**src/fbtp_pkg.sv**
```systemverilog
`timescale 1ns / 1ps
`default_nettype none
// ----------------------------------------------------------------------------
// fbtp_pkg
// Types, character codes and the window packing function of the text packer.
// ----------------------------------------------------------------------------
package fbtp_pkg;

  localparam logic [6:0] CH_SPACE     = 7'd32;
  localparam logic [6:0] CH_BACKTICK  = 7'd96;
  localparam logic [6:0] CH_DOT       = 7'd46;
  localparam logic [6:0] CH_BAR       = 7'd124;
  localparam logic [6:0] END_MARK     = 7'd123;
  localparam logic [6:0] PAD_MARK     = 7'd125;
  localparam logic [7:0] NEWLINE_BYTE = 8'd10;

  // Result queue depth; a line end pushes two words at most.
  localparam int unsigned RES_DEPTH = 4;

  typedef struct packed {
    logic [15:0] word;
    logic        last;
  } result_t;

  typedef struct packed {
    logic [15:0] word;
    logic        adv3;
  } pack_t;

  typedef struct packed {
    logic [1:0] cnt;   // number of valid results, 0..2
    result_t    r0;
    result_t    r1;
  } push_t;

  function automatic logic [6:0] map_char(input logic [6:0] c);
    logic [6:0] v;
    v = c;
    if (c == CH_SPACE) begin
      v = CH_BACKTICK;
    end else if (c == CH_DOT) begin
      v = CH_BAR;
    end
    return v;
  endfunction

  // Three 5-bit codes when all characters sit in the upper range and no byte
  // looks like a newline; otherwise the negated raw pair of c0 and c1.
  function automatic pack_t pack_window(input logic [6:0] c0, input logic [6:0] c1,
                                        input logic [6:0] c2);
    pack_t       r;
    logic [15:0] w;
    logic [15:0] raw;
    w   = {1'b0, c2[4:0], c1[4:0], c0[4:0]};
    raw = {1'b0, c1, 1'b0, c0};
    if ((c0[6:5] == 2'b11) && (c1[6:5] == 2'b11) && (c2[6:5] == 2'b11) &&
        (w[7:0] != NEWLINE_BYTE) && (w[15:8] != NEWLINE_BYTE)) begin
      r.word = w;
      r.adv3 = 1'b1;
    end else begin
      r.word = (~raw) + 16'd1;
      r.adv3 = 1'b0;
    end
    return r;
  endfunction

endpackage
`default_nettype wire

```
**src/fbtp_pack.sv**
```systemverilog
`timescale 1ns / 1ps
`default_nettype none
// ----------------------------------------------------------------------------
// fbtp_pack
// Input register, pending character window and packing logic. Each accepted
// character yields zero, one or two result words pushed to the result queue.
// ----------------------------------------------------------------------------
module fbtp_pack (
  input  wire logic           clk_i,
  input  wire logic           rst_ni,
  input  wire logic           valid_i,
  output logic                ready_o,
  input  wire logic [6:0]     ch_i,
  input  wire logic           line_end_i,
  input  wire logic           room_i,
  output fbtp_pkg::push_t     push_o
);

  logic       in_valid_q, in_valid_d;
  logic [6:0] ch_q, ch_d;
  logic       line_end_q, line_end_d;
  logic [6:0] pend0_q, pend0_d;
  logic [6:0] pend1_q, pend1_d;
  logic [1:0] pend_cnt_q, pend_cnt_d;

  logic            load;
  logic            fire;
  logic [1:0]      cnt;
  logic [6:0]      q [6];
  fbtp_pkg::pack_t pk0;
  fbtp_pkg::pack_t pk1;
  logic            last0;

  assign fire    = in_valid_q && room_i;
  assign ready_o = !in_valid_q || room_i;
  assign load    = valid_i && ready_o;

  always_comb begin
    in_valid_d = in_valid_q;
    ch_d       = ch_q;
    line_end_d = line_end_q;
    if (load) begin
      in_valid_d = 1'b1;
      ch_d       = fbtp_pkg::map_char(ch_i);
      line_end_d = line_end_i;
    end else if (fire) begin
      in_valid_d = 1'b0;
    end
  end

  // Treat a corrupt count of three as two.
  assign cnt = (pend_cnt_q == 2'd3) ? 2'd2 : pend_cnt_q;

  // Window: pending characters, the new one, the end mark, then pad marks.
  always_comb begin
    for (int i = 0; i < 6; i++) begin
      q[i] = fbtp_pkg::PAD_MARK;
    end
    case (cnt)
      2'd0: begin
        q[0] = ch_q;
        q[1] = fbtp_pkg::END_MARK;
      end
      2'd1: begin
        q[0] = pend0_q;
        q[1] = ch_q;
        q[2] = fbtp_pkg::END_MARK;
      end
      default: begin
        q[0] = pend0_q;
        q[1] = pend1_q;
        q[2] = ch_q;
        q[3] = fbtp_pkg::END_MARK;
      end
    endcase
  end

  assign pk0 = fbtp_pkg::pack_window(q[0], q[1], q[2]);
  assign pk1 = pk0.adv3 ? fbtp_pkg::pack_window(q[3], q[4], q[5])
                        : fbtp_pkg::pack_window(q[2], q[3], q[4]);

  // The first word closes the line once it has consumed the end mark.
  assign last0 = ({1'b0, pk0.adv3 ? 2'd3 : 2'd2}) > ({1'b0, cnt} + 3'd1);

  always_comb begin
    push_o.cnt     = 2'd0;
    push_o.r0.word = pk0.word;
    push_o.r0.last = 1'b0;
    push_o.r1.word = pk1.word;
    push_o.r1.last = 1'b1;
    pend0_d        = pend0_q;
    pend1_d        = pend1_q;
    pend_cnt_d     = pend_cnt_q;
    if (fire) begin
      if (line_end_q) begin
        push_o.cnt     = last0 ? 2'd1 : 2'd2;
        push_o.r0.last = last0;
        pend0_d        = '0;
        pend1_d        = '0;
        pend_cnt_d     = 2'd0;
      end else if (cnt == 2'd2) begin
        push_o.cnt = 2'd1;
        if (pk0.adv3) begin
          pend_cnt_d = 2'd0;
        end else begin
          pend0_d    = q[2];
          pend_cnt_d = 2'd1;
        end
      end else if (cnt == 2'd1) begin
        pend1_d    = ch_q;
        pend_cnt_d = 2'd2;
      end else begin
        pend0_d    = ch_q;
        pend_cnt_d = 2'd1;
      end
    end
  end

  always_ff @(posedge clk_i or negedge rst_ni) begin
    if (!rst_ni) begin
      in_valid_q <= 1'b0;
      pend0_q    <= '0;
      pend1_q    <= '0;
      pend_cnt_q <= 2'd0;
    end else begin
      in_valid_q <= in_valid_d;
      pend0_q    <= pend0_d;
      pend1_q    <= pend1_d;
      pend_cnt_q <= pend_cnt_d;
    end
  end

  always_ff @(posedge clk_i) begin
    ch_q       <= ch_d;
    line_end_q <= line_end_d;
  end

endmodule
`default_nettype wire

```
**src/fbtp_result_fifo.sv**
```systemverilog
`timescale 1ns / 1ps
`default_nettype none
// ----------------------------------------------------------------------------
// fbtp_result_fifo
// Small result queue: takes up to two words a cycle, hands out one per beat.
// ----------------------------------------------------------------------------
module fbtp_result_fifo (
  input  wire logic            clk_i,
  input  wire logic            rst_ni,
  input  wire fbtp_pkg::push_t push_i,
  output logic                 room_o,
  output logic                 valid_o,
  input  wire logic            ready_i,
  output fbtp_pkg::result_t    data_o
);

  localparam int unsigned PTR_W = $clog2(fbtp_pkg::RES_DEPTH);
  localparam int unsigned CNT_W = PTR_W + 1;

  fbtp_pkg::result_t mem_q [fbtp_pkg::RES_DEPTH];
  logic [PTR_W-1:0]  wr_ptr_q, wr_ptr_d;
  logic [PTR_W-1:0]  rd_ptr_q, rd_ptr_d;
  logic [CNT_W-1:0]  count_q, count_d;
  logic              pop;

  assign valid_o = (count_q != '0);
  assign pop     = valid_o && ready_i;
  assign data_o  = mem_q[rd_ptr_q];
  // Keep space for a full line-end push.
  assign room_o  = (count_q <= CNT_W'(fbtp_pkg::RES_DEPTH - 2));

  always_comb begin
    wr_ptr_d = wr_ptr_q + PTR_W'(push_i.cnt);
    rd_ptr_d = rd_ptr_q + PTR_W'(pop);
    count_d  = count_q + CNT_W'(push_i.cnt) - CNT_W'(pop);
  end

  always_ff @(posedge clk_i or negedge rst_ni) begin
    if (!rst_ni) begin
      wr_ptr_q <= '0;
      rd_ptr_q <= '0;
      count_q  <= '0;
    end else begin
      wr_ptr_q <= wr_ptr_d;
      rd_ptr_q <= rd_ptr_d;
      count_q  <= count_d;
    end
  end

  always_ff @(posedge clk_i) begin
    if (push_i.cnt != 2'd0) begin
      mem_q[wr_ptr_q] <= push_i.r0;
    end
    if (push_i.cnt == 2'd2) begin
      mem_q[wr_ptr_q + PTR_W'(1)] <= push_i.r1;
    end
  end

endmodule
`default_nettype wire

```
**src/five_bit_text_packer.sv**
```systemverilog
`timescale 1ns / 1ps
`default_nettype none
// ----------------------------------------------------------------------------
// five_bit_text_packer
// Packs a stream of 7-bit text characters into 16-bit words, line by line.
// ----------------------------------------------------------------------------
// One character is accepted per cycle while the result queue has room. Space
// becomes '`' and '.' becomes '|'; after the character flagged by tlast the
// line gets a '{' terminator and '}' padding. Three characters of 96 and up
// pack into a positive word of three 5-bit codes unless a byte of it equals
// a newline; otherwise two characters go out as the negated raw pair. A
// mid-line character yields at most one word, a line end one or two, the
// final one flagged by tlast. Words leave through a four-entry result queue,
// one per beat; the input stalls only while that queue has fewer than two
// free entries, so with the output side taking every beat the block sustains
// one character per cycle; words go from the input register to the queue.
module five_bit_text_packer (
  input  wire logic        clk_i,
  input  wire logic        rst_ni,
  input  wire logic        s_axis_tvalid_i,
  output logic             s_axis_tready_o,
  input  wire logic [7:0]  s_axis_tdata_i,   // [6:0] ch, [7] zero
  input  wire logic        s_axis_tlast_i,   // line_end
  output logic             m_axis_tvalid_o,
  input  wire logic        m_axis_tready_i,
  output logic [15:0]      m_axis_tdata_o,   // [15:0] word (two's complement)
  output logic             m_axis_tlast_o    // is_last
);

  fbtp_pkg::push_t   push;
  fbtp_pkg::result_t head;
  logic              room;

  fbtp_pack u_pack (
    .clk_i      (clk_i),
    .rst_ni     (rst_ni),
    .valid_i    (s_axis_tvalid_i),
    .ready_o    (s_axis_tready_o),
    .ch_i       (s_axis_tdata_i[6:0]),
    .line_end_i (s_axis_tlast_i),
    .room_i     (room),
    .push_o     (push)
  );

  fbtp_result_fifo u_fifo (
    .clk_i   (clk_i),
    .rst_ni  (rst_ni),
    .push_i  (push),
    .room_o  (room),
    .valid_o (m_axis_tvalid_o),
    .ready_i (m_axis_tready_i),
    .data_o  (head)
  );

  assign m_axis_tdata_o = head.word;
  assign m_axis_tlast_o = head.last;

endmodule
`default_nettype wire

```
**config.mk**
```make
export PLATFORM = sky130hd
export DESIGN_NAME = five_bit_text_packer
export DESIGN_NICKNAME = d
export VERILOG_FILES = /design/src/fbtp_pkg.sv /design/src/fbtp_pack.sv /design/src/fbtp_result_fifo.sv /design/src/five_bit_text_packer.sv
export SDC_FILE = /design/constraint.sdc
export NUM_CORES = 1
export LEC_CHECK = 0
export BUFFER_PORTS_ARGS = -buffer_cell sky130_fd_sc_hd__buf_2
export CAP_MARGIN = 25
export CORE_MARGIN = 5
export CORE_UTILIZATION = 40
export DETAILED_ROUTE_END_ITERATION = 7
export GPL_TIMING_DRIVEN = 0
export PLACE_DENSITY_LB_ADDON = 0.08
export SLEW_MARGIN = 5
export SYNTH_ARGS = -nofsm -noshare
export SYNTH_HDL_FRONTEND = slang
export SYNTH_HIERARCHICAL = 1
export SYNTH_SLANG_ARGS = --single-unit
```
**constraint.sdc**
```tcl
create_clock -name clk_i -period 6.5 [get_ports clk_i]
set_clock_uncertainty 0.05 [all_clocks]
set_input_delay 0.975 -clock clk_i [delete_from_list [all_inputs] [get_ports clk_i]]
set_output_delay 0.975 -clock clk_i [all_outputs]
set_load 0.01 [all_outputs]
```
==> metrics.sh, run 1 <==
RESULT_OF_THE_RUN='completed'
MAX-SLEW-MARGIN-REL_PCT=38.8
DETAILROUTE.WIRELENGTH.MET2_MM=6.87
TRITONCTS='done'
MAX-VDD-IR-DROP_V=0.000167
FINAL.HOLD.WORST_SLACK_NS=0.455
WORSTPATHARRIVAL_NS=4.58
ROUTED-VIA-COUNT=3950
WORSTSETUPSTARTPOINTTYPE='flip-flop'
FLOORPLAN.DIE_AREA_UM2=17600
GLOBALPLACE.CONGESTION=0.880
DETAIL_ROUTE.VIAS_PER_CELL=5.67
CTS_MADE_BUFFERS=9
SYN-MEAN-INSTANCE-AREA_UM2=13.0
P_SEQ_SHARE_PCT=32.9
POST_SYNTH_INSTANCE_AREA_UM2=6020
INITIAL_STANDARD_CELL_UTILIZATION_OF_THE_CORE_PCT=41.1
WORST_PATH_FANOUT_MAX=17
HOLD-PATH-CELL-COUNT=1
DRIVE_GT1_SHARE_PCT=34.7
MAX_CAP_VIOLATIONS=0
SYN2LAYOUT_AREA_GROWTH_PCT=12.0
PERIOD_SHARE_PCT=71.7
HTREE_LEVELS=3
TIMING.CRITICAL_PATH.TO_TYPE='flip-flop'
POWER.DENSITY_CELL_AREA_nW_PER_UM2=485
MAXIMUM_NUMBER_OF_PINS_ON_ONE_NET_BEFORE_GLOBAL_ROUTE_REPAIR=25
WL_MET3_UM=548
MIN_DELAY_WORST_ENDPOINT='u_fifo/wr_ptr_q[0]'
INSERTEDDIODECOUNT=0
HOLD_START='u_fifo/wr_ptr_q[0]'
CELLINTERNALPOWER_mW=2.06
SWITCHINGPOWER_mW=1.22
DRT_PRE_ANTENNA_ITERS=4
MIN-DELAY-PATH-CLASS='reg -> reg'
SYNTH_LARGEST_AREA_CELL='sky130_fd_sc_hd__edfxtp_1'
WL_PER_CELL_UM=20.7
RRSETUPSLACK_NS=1.84
SYNTHCELLS=463
PLACEABLECOREAREA_UM2=14600
CTS-ROOT-BUF='sky130_fd_sc_hd__clkbuf_16'
GRT_FIRST_PASS_WIRELENGTH_MM=22.9
DESIGN.FINAL.NETS=529
REGAREA_UM2=2880
YS_TYPES=67
DRT_DRC_VIOLATIONS_LEFT=0
SYNTHARSTFLOPSHARE_PCT=24.0
TIMING.CRITICAL_PATH.CELLS='or2_4 > buf_6 > mux2i_1 > ha_1 > nand4_1 > a21o_1 > buf_6 > a21boi_1 > o31ai_1 > buf_4 > and4bb_1 > buf_2 > buf_4 > a21o_1'
FINALPOWER_mW=3.28
WORSTREG2REGSTART='u_pack/pend_cnt_q[1]'
OVERFLOW=0
SYNTH_FLOP_CELL='sky130_fd_sc_hd__edfxtp_1'
NUMBER_OF_DRC_MARKERS_IN_ITERATION_0=249
CRITICAL_PATH_CLASS='reg -> reg'
CRIT_PATH_TOP_DELAY_CELL='sky130_fd_sc_hd__a21o_1'
VIA_COUNT_OF_THE_FIRST_GLOBAL_ROUTING_PASS=4010
CTS.CLK_SLEW.WORST_PATHS_NS=0.07
FINAL_MAX_SLEW_VIOL_COUNT=0
GRT_UTIL_ALL_LAYERS_PCT=16.7
TIMING.FINAL.CRIT_PERIOD_NS=4.66
SYNTH.TOP_CELL.AREA_SHARE_PCT=37.9
YOSYS-TOP-CELLS-AREA='sky130_fd_sc_hd__edfxtp_1, sky130_fd_sc_hd__mux2_2, sky130_fd_sc_hd__dfrtp_1'
P_LEAK_nW=2.47
FINAL_ANTENNA_NET_COUNT=0
GRT_ANTENNA_BEFORE_REPAIR=0
HOLDBUFCOUNTCTS=0
WORSTREGTOREGCELLS=14
FINALSETUPVIOLATIONS=0
FLOORPLAN.DIE.WIDTH_UM=133
CLOCK_PATH_BUFFERS=2
DIE_H_UM=133
YS_WARN_COUNT=6
PLACE.PORT_BUFFERS=30
CLOCK_SINK_COUNT=100
COMBPWRFRAC_PCT=51.9
FINAL.SETUP.TNS_NS=0
WIRELENGTH_MET1_MM=6.80
STD_CELL_ROWS=44
DETAILED_PLACE_HPWL_MM=10.2
PORTS=32
PLACE_AREA_UM2=6480
HIGHEST-SIGNAL-LAYER='met4'
FILLERINSTANCES=1356
DESIGN_AREA_UM2=6750
CLKLATENCYLATEPIN_NS=0.35
CTS_RESIZED=0
CP_DATA_REQUIRED_TIME_NS=6.43
CLOCKPOWERSHARE_PCT=15.2
WORSTREG2REGEND='u_fifo/mem_q[2][15]'
YOSYS_REGISTER_BITS=100
MAX_FREQ_MHz=215
MULTI_INPUT_COMB_AREA_UM2=2860
YOSYSSEQAREASHARE_PCT=47.9
TIMING_WORST_SLEW_PIN_VALUE_NS=0.911
NUMBER_OF_SYNTHESIZED_FLOPS_WITH_AN_ENABLE_PIN=76
TIMING_HOLD_VIOLATIONS_FINAL=0
TOTALWIRELENGTH_MM=14.4
SWITCHING_SHARE_PCT=37.1
NUMBER_OF_POST_CTS_SETUP_REPAIR_BUFFERS=0
GRT_SETUP_UNREPAIRED='no'
MAX_STAGE_DELAY_NS=0.71
[cells by family after synthesis]
kind of cell	count (synthesis)	synth area share, %
AOI/OAI and AO/OA	81	10.3
xor gates and xnor gates	16	2.33
adders and majority gates	8	1.79
buffers and inverters	52	5.13
DFF	100	47.9
muxes	98	21.9
other	2	0.125
and+or+nand+nor	106	10.6
[synthesized netlist by cell type, drive strengths merged (3+ instances only)]
cell and n:
nor4b 3, a31oi 4, nand2b 9, o31ai 8
mux4 17, nand4 3, mux2i 12, inv 13
xor2 4, xnor2 12, a21boi 3, mux2 69
o22ai 3, nor3b 7, and3 5, a21oi 16
nor2b 6, o21ai 10, nand3 6, ha 7
nor4 3, nor3 7, a22o 8, buf 28
edfxtp 76, or2 3, nor2 21, a32o 8
dfrtp 24, nand2 22, clkbuf 11, and2 3
a21o 4
[critical path, delay by kind of cell, from the launching register on]
family / cells / cell delay, ns
flip-flops: 1 / 0.48
adder cells (fa/ha/maj): 1 / 0.25
AO/OA/AOI/OAI: 4 / 1.37
buffers and inverters: 5 / 1.08
AND/OR/NAND/NOR: 3 / 0.70
multiplexers: 1 / 0.33
[worst max path at each step]
stage                               from                   to  slack [ns]  cells after the start
floorplan           u_pack/pend_cnt_q[1]   u_fifo/mem_q[0][0]        2.39                     12
global placement    u_pack/pend_cnt_q[0]  u_fifo/mem_q[0][12]        0.77                     14
detailed placement  u_pack/pend_cnt_q[1]  u_fifo/mem_q[2][12]        1.84                     14
CTS                 u_pack/pend_cnt_q[1]   u_fifo/mem_q[2][8]        1.82                     14
global route        u_pack/pend_cnt_q[1]   u_fifo/mem_q[2][8]        1.66                     14
finish              u_pack/pend_cnt_q[1]  u_fifo/mem_q[2][15]        1.84                     14
[sequential cells by signal, summed over array words and instances, names as in the netlist, 2 cells and up]
register,flops
u_pack/pend1_q,7
u_pack/pend0_q,7
u_fifo/rd_ptr_q,2
u_fifo/count_q,3
u_fifo/mem_q,68
u_pack/ch_q,7
u_fifo/wr_ptr_q,2
u_pack/pend_cnt_q,2
[area by class of cell]
type	instances	area share [%]
clock buffers	10	3.39
plain buffers	39	3.86
inverters	13	0.723
flip-flops and latches	100	42.7
multi-input cells	312	42.3
well taps	184	3.41
repair buffers	33	3.02
clock inverters	6	0.593
[power by group through the flow]
| stage | combinational [mW] | sequential, mW | clock [mW] |
|---|---|---|---|
| 3_3_place_gp | 1.65 | 1.09 | 0 |
| 3_5_place_dp | 1.70 | 1.09 | 0 |
| 6_report | 1.70 | 1.08 | 0.497 |
| 4_1_cts | 1.71 | 1.08 | 0.512 |
| 5_1_grt | 1.85 | 1.10 | 0.535 |
| 2_1_floorplan | 1.27 | 1.06 | 0 |
[cell usage in the layout (no fill, tap or decap), types with 3 or more instances in the layout]
| cell | synthesis | layout |
|---|---|---|
| sky130_fd_sc_hd__o21ai_0 | 8 | 8 |
| sky130_fd_sc_hd__buf_6 | 7 | 8 |
| sky130_fd_sc_hd__clkbuf_16 | 0 | 9 |
| sky130_fd_sc_hd__nor3b_1 | 7 | 7 |
| sky130_fd_sc_hd__a32o_1 | 8 | 8 |
| sky130_fd_sc_hd__conb_1 | 2 | 3 |
| sky130_fd_sc_hd__nand3_1 | 6 | 6 |
| sky130_fd_sc_hd__buf_2 | 7 | 37 |
| sky130_fd_sc_hd__a31oi_1 | 3 | 3 |
| sky130_fd_sc_hd__buf_4 | 14 | 14 |
| sky130_fd_sc_hd__mux2_4 | 10 | 10 |
| sky130_fd_sc_hd__mux2_2 | 58 | 58 |
| sky130_fd_sc_hd__inv_1 | 13 | 13 |
| sky130_fd_sc_hd__and2_1 | 3 | 3 |
| sky130_fd_sc_hd__a22o_1 | 8 | 8 |
| sky130_fd_sc_hd__o22ai_1 | 3 | 3 |
| sky130_fd_sc_hd__xnor2_1 | 12 | 12 |
| sky130_fd_sc_hd__edfxtp_1 | 76 | 76 |
| sky130_fd_sc_hd__clkbuf_1 | 11 | 12 |
| sky130_fd_sc_hd__and3_1 | 5 | 5 |
| sky130_fd_sc_hd__dfrtp_1 | 24 | 24 |
| sky130_fd_sc_hd__nor3_1 | 7 | 7 |
| sky130_fd_sc_hd__o31ai_1 | 8 | 7 |
| sky130_fd_sc_hd__ha_1 | 7 | 7 |
| sky130_fd_sc_hd__nand2b_1 | 9 | 9 |
| sky130_fd_sc_hd__xor2_1 | 4 | 4 |
| sky130_fd_sc_hd__nand2_1 | 22 | 22 |
| sky130_fd_sc_hd__mux4_2 | 17 | 17 |
| sky130_fd_sc_hd__nor2_1 | 21 | 20 |
| sky130_fd_sc_hd__nor2b_1 | 6 | 5 |
| sky130_fd_sc_hd__a21oi_1 | 16 | 16 |
| sky130_fd_sc_hd__mux2i_1 | 12 | 12 |
| sky130_fd_sc_hd__a21o_1 | 4 | 4 |
[stage by stage]
step	setup WS, ns	utilization (%)	instances
floorplan	2.39	-	464
CTS	1.82	46.1	697
global placement	0.772	43.8	678
global route	1.66	46.1	697
finish	1.84	46.1	697
detailed placement	1.84	44.3	681
[per-layer routing]
layer	vias up	track usage, %
met1	1992	22.8
met4	0	5.25
met5	-	0
met3	18	3.08
li1	1865	-
met2	75	27.2
(Power assumes the default switching activity.)
==> inputs of run 2 (changes only) <==
==> constraint.sdc (replaced) <==
create_clock -name clk_i -period 4.5 [get_ports clk_i]
set_clock_uncertainty 0.05 [all_clocks]
set_input_delay 0.675 -clock clk_i [delete_from_list [all_inputs] [get_ports clk_i]]
set_output_delay 0.675 -clock clk_i [all_outputs]
set_load 0.01 [all_outputs]
==> run 2 against run 1 <==
  * Sequential power increased by 44%
  * First-iteration DRC count grew 1.6%
  * Critical path depth up 2
  * Sequential cell count did not move
  * Largest cell class unchanged
  * Combinational power is 45% higher
  * Final cell count unchanged
  * Design area is 0.11% higher
  * Critical endpoint is now u_fifo/mem_q[0][8]
  * Critical path type unchanged
  * Total power is 44% higher
  * Via count decreased by 0.30%
  * Highest routed layer unchanged
==> metrics.sh, run 2 (same netlist as run 1, synthesis figures left out) <==
SETUP_WS_NS=0.264  # -1.58 ns
TOP_REGISTER='u_fifo/mem_q'
CLOCKPOWERSHARE_PCT=15.1  # about the same
HOLDBUFCOUNTCTS=0  # unchanged
FINAL_MAX_SLEW_VIOL_COUNT=0  # unchanged
GRT_UTIL_MET3_PCT=3.08  # unchanged
MOSTFREQUENTLAYOUTCELL='sky130_fd_sc_hd__edfxtp_1'
GROUTE.LAYER.MET1.USAGE_PCT=22.8  # unchanged
TIMING.CRITICAL_PATH.CELLS='buf_4 > clkbuf_1 > nor2_1 > nand2_1 > nand2_1 > ha_1 > nand4_1 > a21o_1 > buf_6 > a21boi_1 > o31ai_1 > buf_4 > nand4b_4 > buf_2 > o31ai_4 > buf_6'
SWITCHING_SHARE_PCT=37.1  # about the same
CTS_MADE_BUFFERS=9  # unchanged
PORTS=32  # unchanged
RRSETUPSLACK_NS=0.26  # -1.58 ns
MAXIMUM_NUMBER_OF_PINS_ON_ONE_NET_BEFORE_GLOBAL_ROUTE_REPAIR=25  # unchanged
DIE_H_UM=133  # unchanged
MAX-VDD-IR-DROP_V=0.000241  # +45%
TIMING.CRITICAL_PATH.TO_TYPE='flip-flop'
WORSTPATHARRIVAL_NS=4.30  # -0.28 ns
GLOBALPLACE.CONGESTION=0.880  # unchanged
OVERFLOW=0  # unchanged
TIMING_WORST_SLEW_PIN_VALUE_NS=0.897  # -0.0140 ns
DESIGN.FINAL.NETS=529  # unchanged
WORSTREG2REGEND='u_fifo/mem_q[0][8]'
NUMBER_OF_DRC_MARKERS_IN_ITERATION_0=253  # +1.6%
GRT_UTIL_ALL_LAYERS_PCT=16.7  # unchanged
TOTALWIRELENGTH_MM=14.4  # -0.13%
CRITICAL_PATH_CLASS='reg -> reg'
HTREE_LEVELS=3  # unchanged
WL_PER_CELL_UM=20.7  # -0.13%
PLACE.PORT_BUFFERS=30  # unchanged
FINAL_ANTENNA_NET_COUNT=0  # unchanged
WORSTSETUPSTARTPOINTTYPE='flip-flop'
CLOCK_SINK_COUNT=100  # unchanged
INSERTEDDIODECOUNT=0  # unchanged
GRT_SETUP_UNREPAIRED='no'
STD_CELL_ROWS=44  # unchanged
WORST_PATH_FANOUT_MAX=10  # -7
MAX-SLEW-MARGIN-REL_PCT=39.7  # +0.94 points
FINAL_CELL_MIX='sky130_fd_sc_hd__edfxtp_1, sky130_fd_sc_hd__mux2_2, sky130_fd_sc_hd__buf_2'
P_LEAK_nW=2.47  # -0.11%
NUMBER_OF_POST_CTS_SETUP_REPAIR_BUFFERS=0  # unchanged
FLOORPLAN.DIE.WIDTH_UM=133  # unchanged
WORSTREGTOREGCELLS=16  # +2
CLOCK_PATH_BUFFERS=2  # unchanged
MIN-DELAY-PATH-CLASS='in -> async'
CP_DATA_REQUIRED_TIME_NS=4.56  # -1.87 ns
DRT_DRC_VIOLATIONS_LEFT=0  # unchanged
CP_TOP_FAMILY='buffers and inverters'
CLKLATENCYLATEPIN_NS=0.35  # about the same
PRE_CTS_WS_NS=-0.156  # -2.00 ns
GRT_ANTENNA_BEFORE_REPAIR=0  # unchanged
DRT_PRE_ANTENNA_ITERS=4  # unchanged
WORSTREG2REGSTART='u_pack/pend_cnt_q[0]'
P_SEQ_SHARE_PCT=32.9  # about the same
GRT_FIRST_PASS_WIRELENGTH_MM=22.9  # unchanged
FINAL.SETUP.TNS_NS=0  # unchanged
CTS.CLK_SLEW.WORST_PATHS_NS=0.07  # about the same
FINALSETUPVIOLATIONS=0  # unchanged
MAX_STAGE_DELAY_NS=0.48  # -0.23 ns
TIMING_HOLD_VIOLATIONS_FINAL=0  # unchanged
FLIP_FLOP_COUNT_OF_THE_LARGEST_REGISTER_ALL_COPIES_AND_WORDS_ADDED=68  # unchanged
POWER.DENSITY_CELL_AREA_nW_PER_UM2=700  # +44%
TRITONCTS='done'
MAX_FREQ_MHz=236  # +10%
TIMING.FINAL.CRIT_PERIOD_NS=4.24  # -0.422 ns
MOST_CROWDED_LAYER_GR='met2'
RESULT_OF_THE_RUN='completed'
FLOORPLAN.DIE_AREA_UM2=17600  # unchanged
VIA_COUNT_OF_THE_FIRST_GLOBAL_ROUTING_PASS=4010  # unchanged
SYN2LAYOUT_AREA_GROWTH_PCT=12.2
DETAIL_ROUTE.VIAS_PER_CELL=5.65  # -0.30%
CRIT_PATH_TOP_DELAY_CELL='sky130_fd_sc_hd__o31ai_1'
INITIAL_STANDARD_CELL_UTILIZATION_OF_THE_CORE_PCT=41.1  # unchanged
PLACEABLECOREAREA_UM2=14600  # unchanged
CTS-ROOT-BUF='sky130_fd_sc_hd__clkbuf_16'
SWITCHINGPOWER_mW=1.76  # +44%
COMBPWRFRAC_PCT=52.0  # about the same
CELLINTERNALPOWER_mW=2.98  # +45%
GROUTE.LAYER.MET2.USAGE_PCT=27.2  # unchanged
DETAILED_PLACE_HPWL_MM=10.2  # unchanged
PERIOD_SHARE_PCT=94.1  # +22 points
TIMING.CRITICAL_PATH.FROM='u_pack/pend_cnt_q[0]'
DRIVE_GT1_SHARE_PCT=34.9  # +0.19 points
ROUTED-VIA-COUNT=3938  # -0.30%
PATH_BUF_INV=6  # +1
MAX_CAP_VIOLATIONS=0  # unchanged
==> run 2: worst reg2reg max path: stages, from the launching register on <==
cell,delay (ns)
sky130_fd_sc_hd__dfrtp_1,0.35
sky130_fd_sc_hd__buf_4,0.17
sky130_fd_sc_hd__clkbuf_1,0.44
sky130_fd_sc_hd__nor2_1,0.17
sky130_fd_sc_hd__nand2_1,0.10
sky130_fd_sc_hd__nand2_1,0.08
sky130_fd_sc_hd__ha_1,0.21
sky130_fd_sc_hd__nand4_1,0.14
sky130_fd_sc_hd__a21o_1,0.21
sky130_fd_sc_hd__buf_6,0.17
sky130_fd_sc_hd__a21boi_1,0.10
sky130_fd_sc_hd__o31ai_1,0.48
sky130_fd_sc_hd__buf_4,0.26
sky130_fd_sc_hd__nand4b_4,0.24
sky130_fd_sc_hd__buf_2,0.36
sky130_fd_sc_hd__o31ai_4,0.26
sky130_fd_sc_hd__buf_6,0.22
==> run 2: power groups by stage <==
stage	clock network, mW	logic (mW)	registers [mW]
2_1_floorplan	0	1.84	1.53
3_3_place_gp	0	2.38	1.57
3_5_place_dp	0	2.45	1.58
4_1_cts	0.740	2.48	1.56
5_1_grt	0.772	2.68	1.58
6_report	0.716	2.46	1.56
==> run 2: worst max-delay path by stage <==
stage,depth (start not counted),end
floorplan,12,u_fifo/mem_q[0][0]
global placement,14,u_fifo/mem_q[0][12]
detailed placement,14,u_fifo/mem_q[2][12]
CTS,14,u_fifo/mem_q[2][8]
global route,16,u_fifo/mem_q[0][8]
finish,16,u_fifo/mem_q[0][8]
==> run 2: timing repair <==
action	CTS	global route
resized for setup	1	1
setup endpoints to repair	17	17
pin swaps	0	0
==> run 2: through the flow <==
step	cells	area (um2)	power (mW)	hold slack (ns)	utilization, %
2_1_floorplan	464	6030	3.37	0.329	-
3_3_place_gp	678	6410	3.96	0.435	43.8
3_5_place_dp	681	6480	4.03	0.442	44.3
4_1_cts	697	6750	4.77	0.272	46.1
5_1_grt	697	6760	5.04	0.304	46.1
6_report	697	6760	4.73	0.261	46.1
==> run 2: final cells by class <==
type                       instances  area, um2
multi-input combinational        312       2860
inverter                          13       48.8
sequential                       100       2880
tap                              184        230
buffer                            39        260
clock inverter                     6       40.0
fill                            1356       7890
timing repair buffer              33        204
clock buffer                      10        229
==> run 2: routing by layer <==
metal / up-vias / routed length [um]
li1: 1861 / -
met1: 1997 / 6860
met2: 64 / 6900
met3: 16 / 442
met4: 0 / 201
met5: - / 0
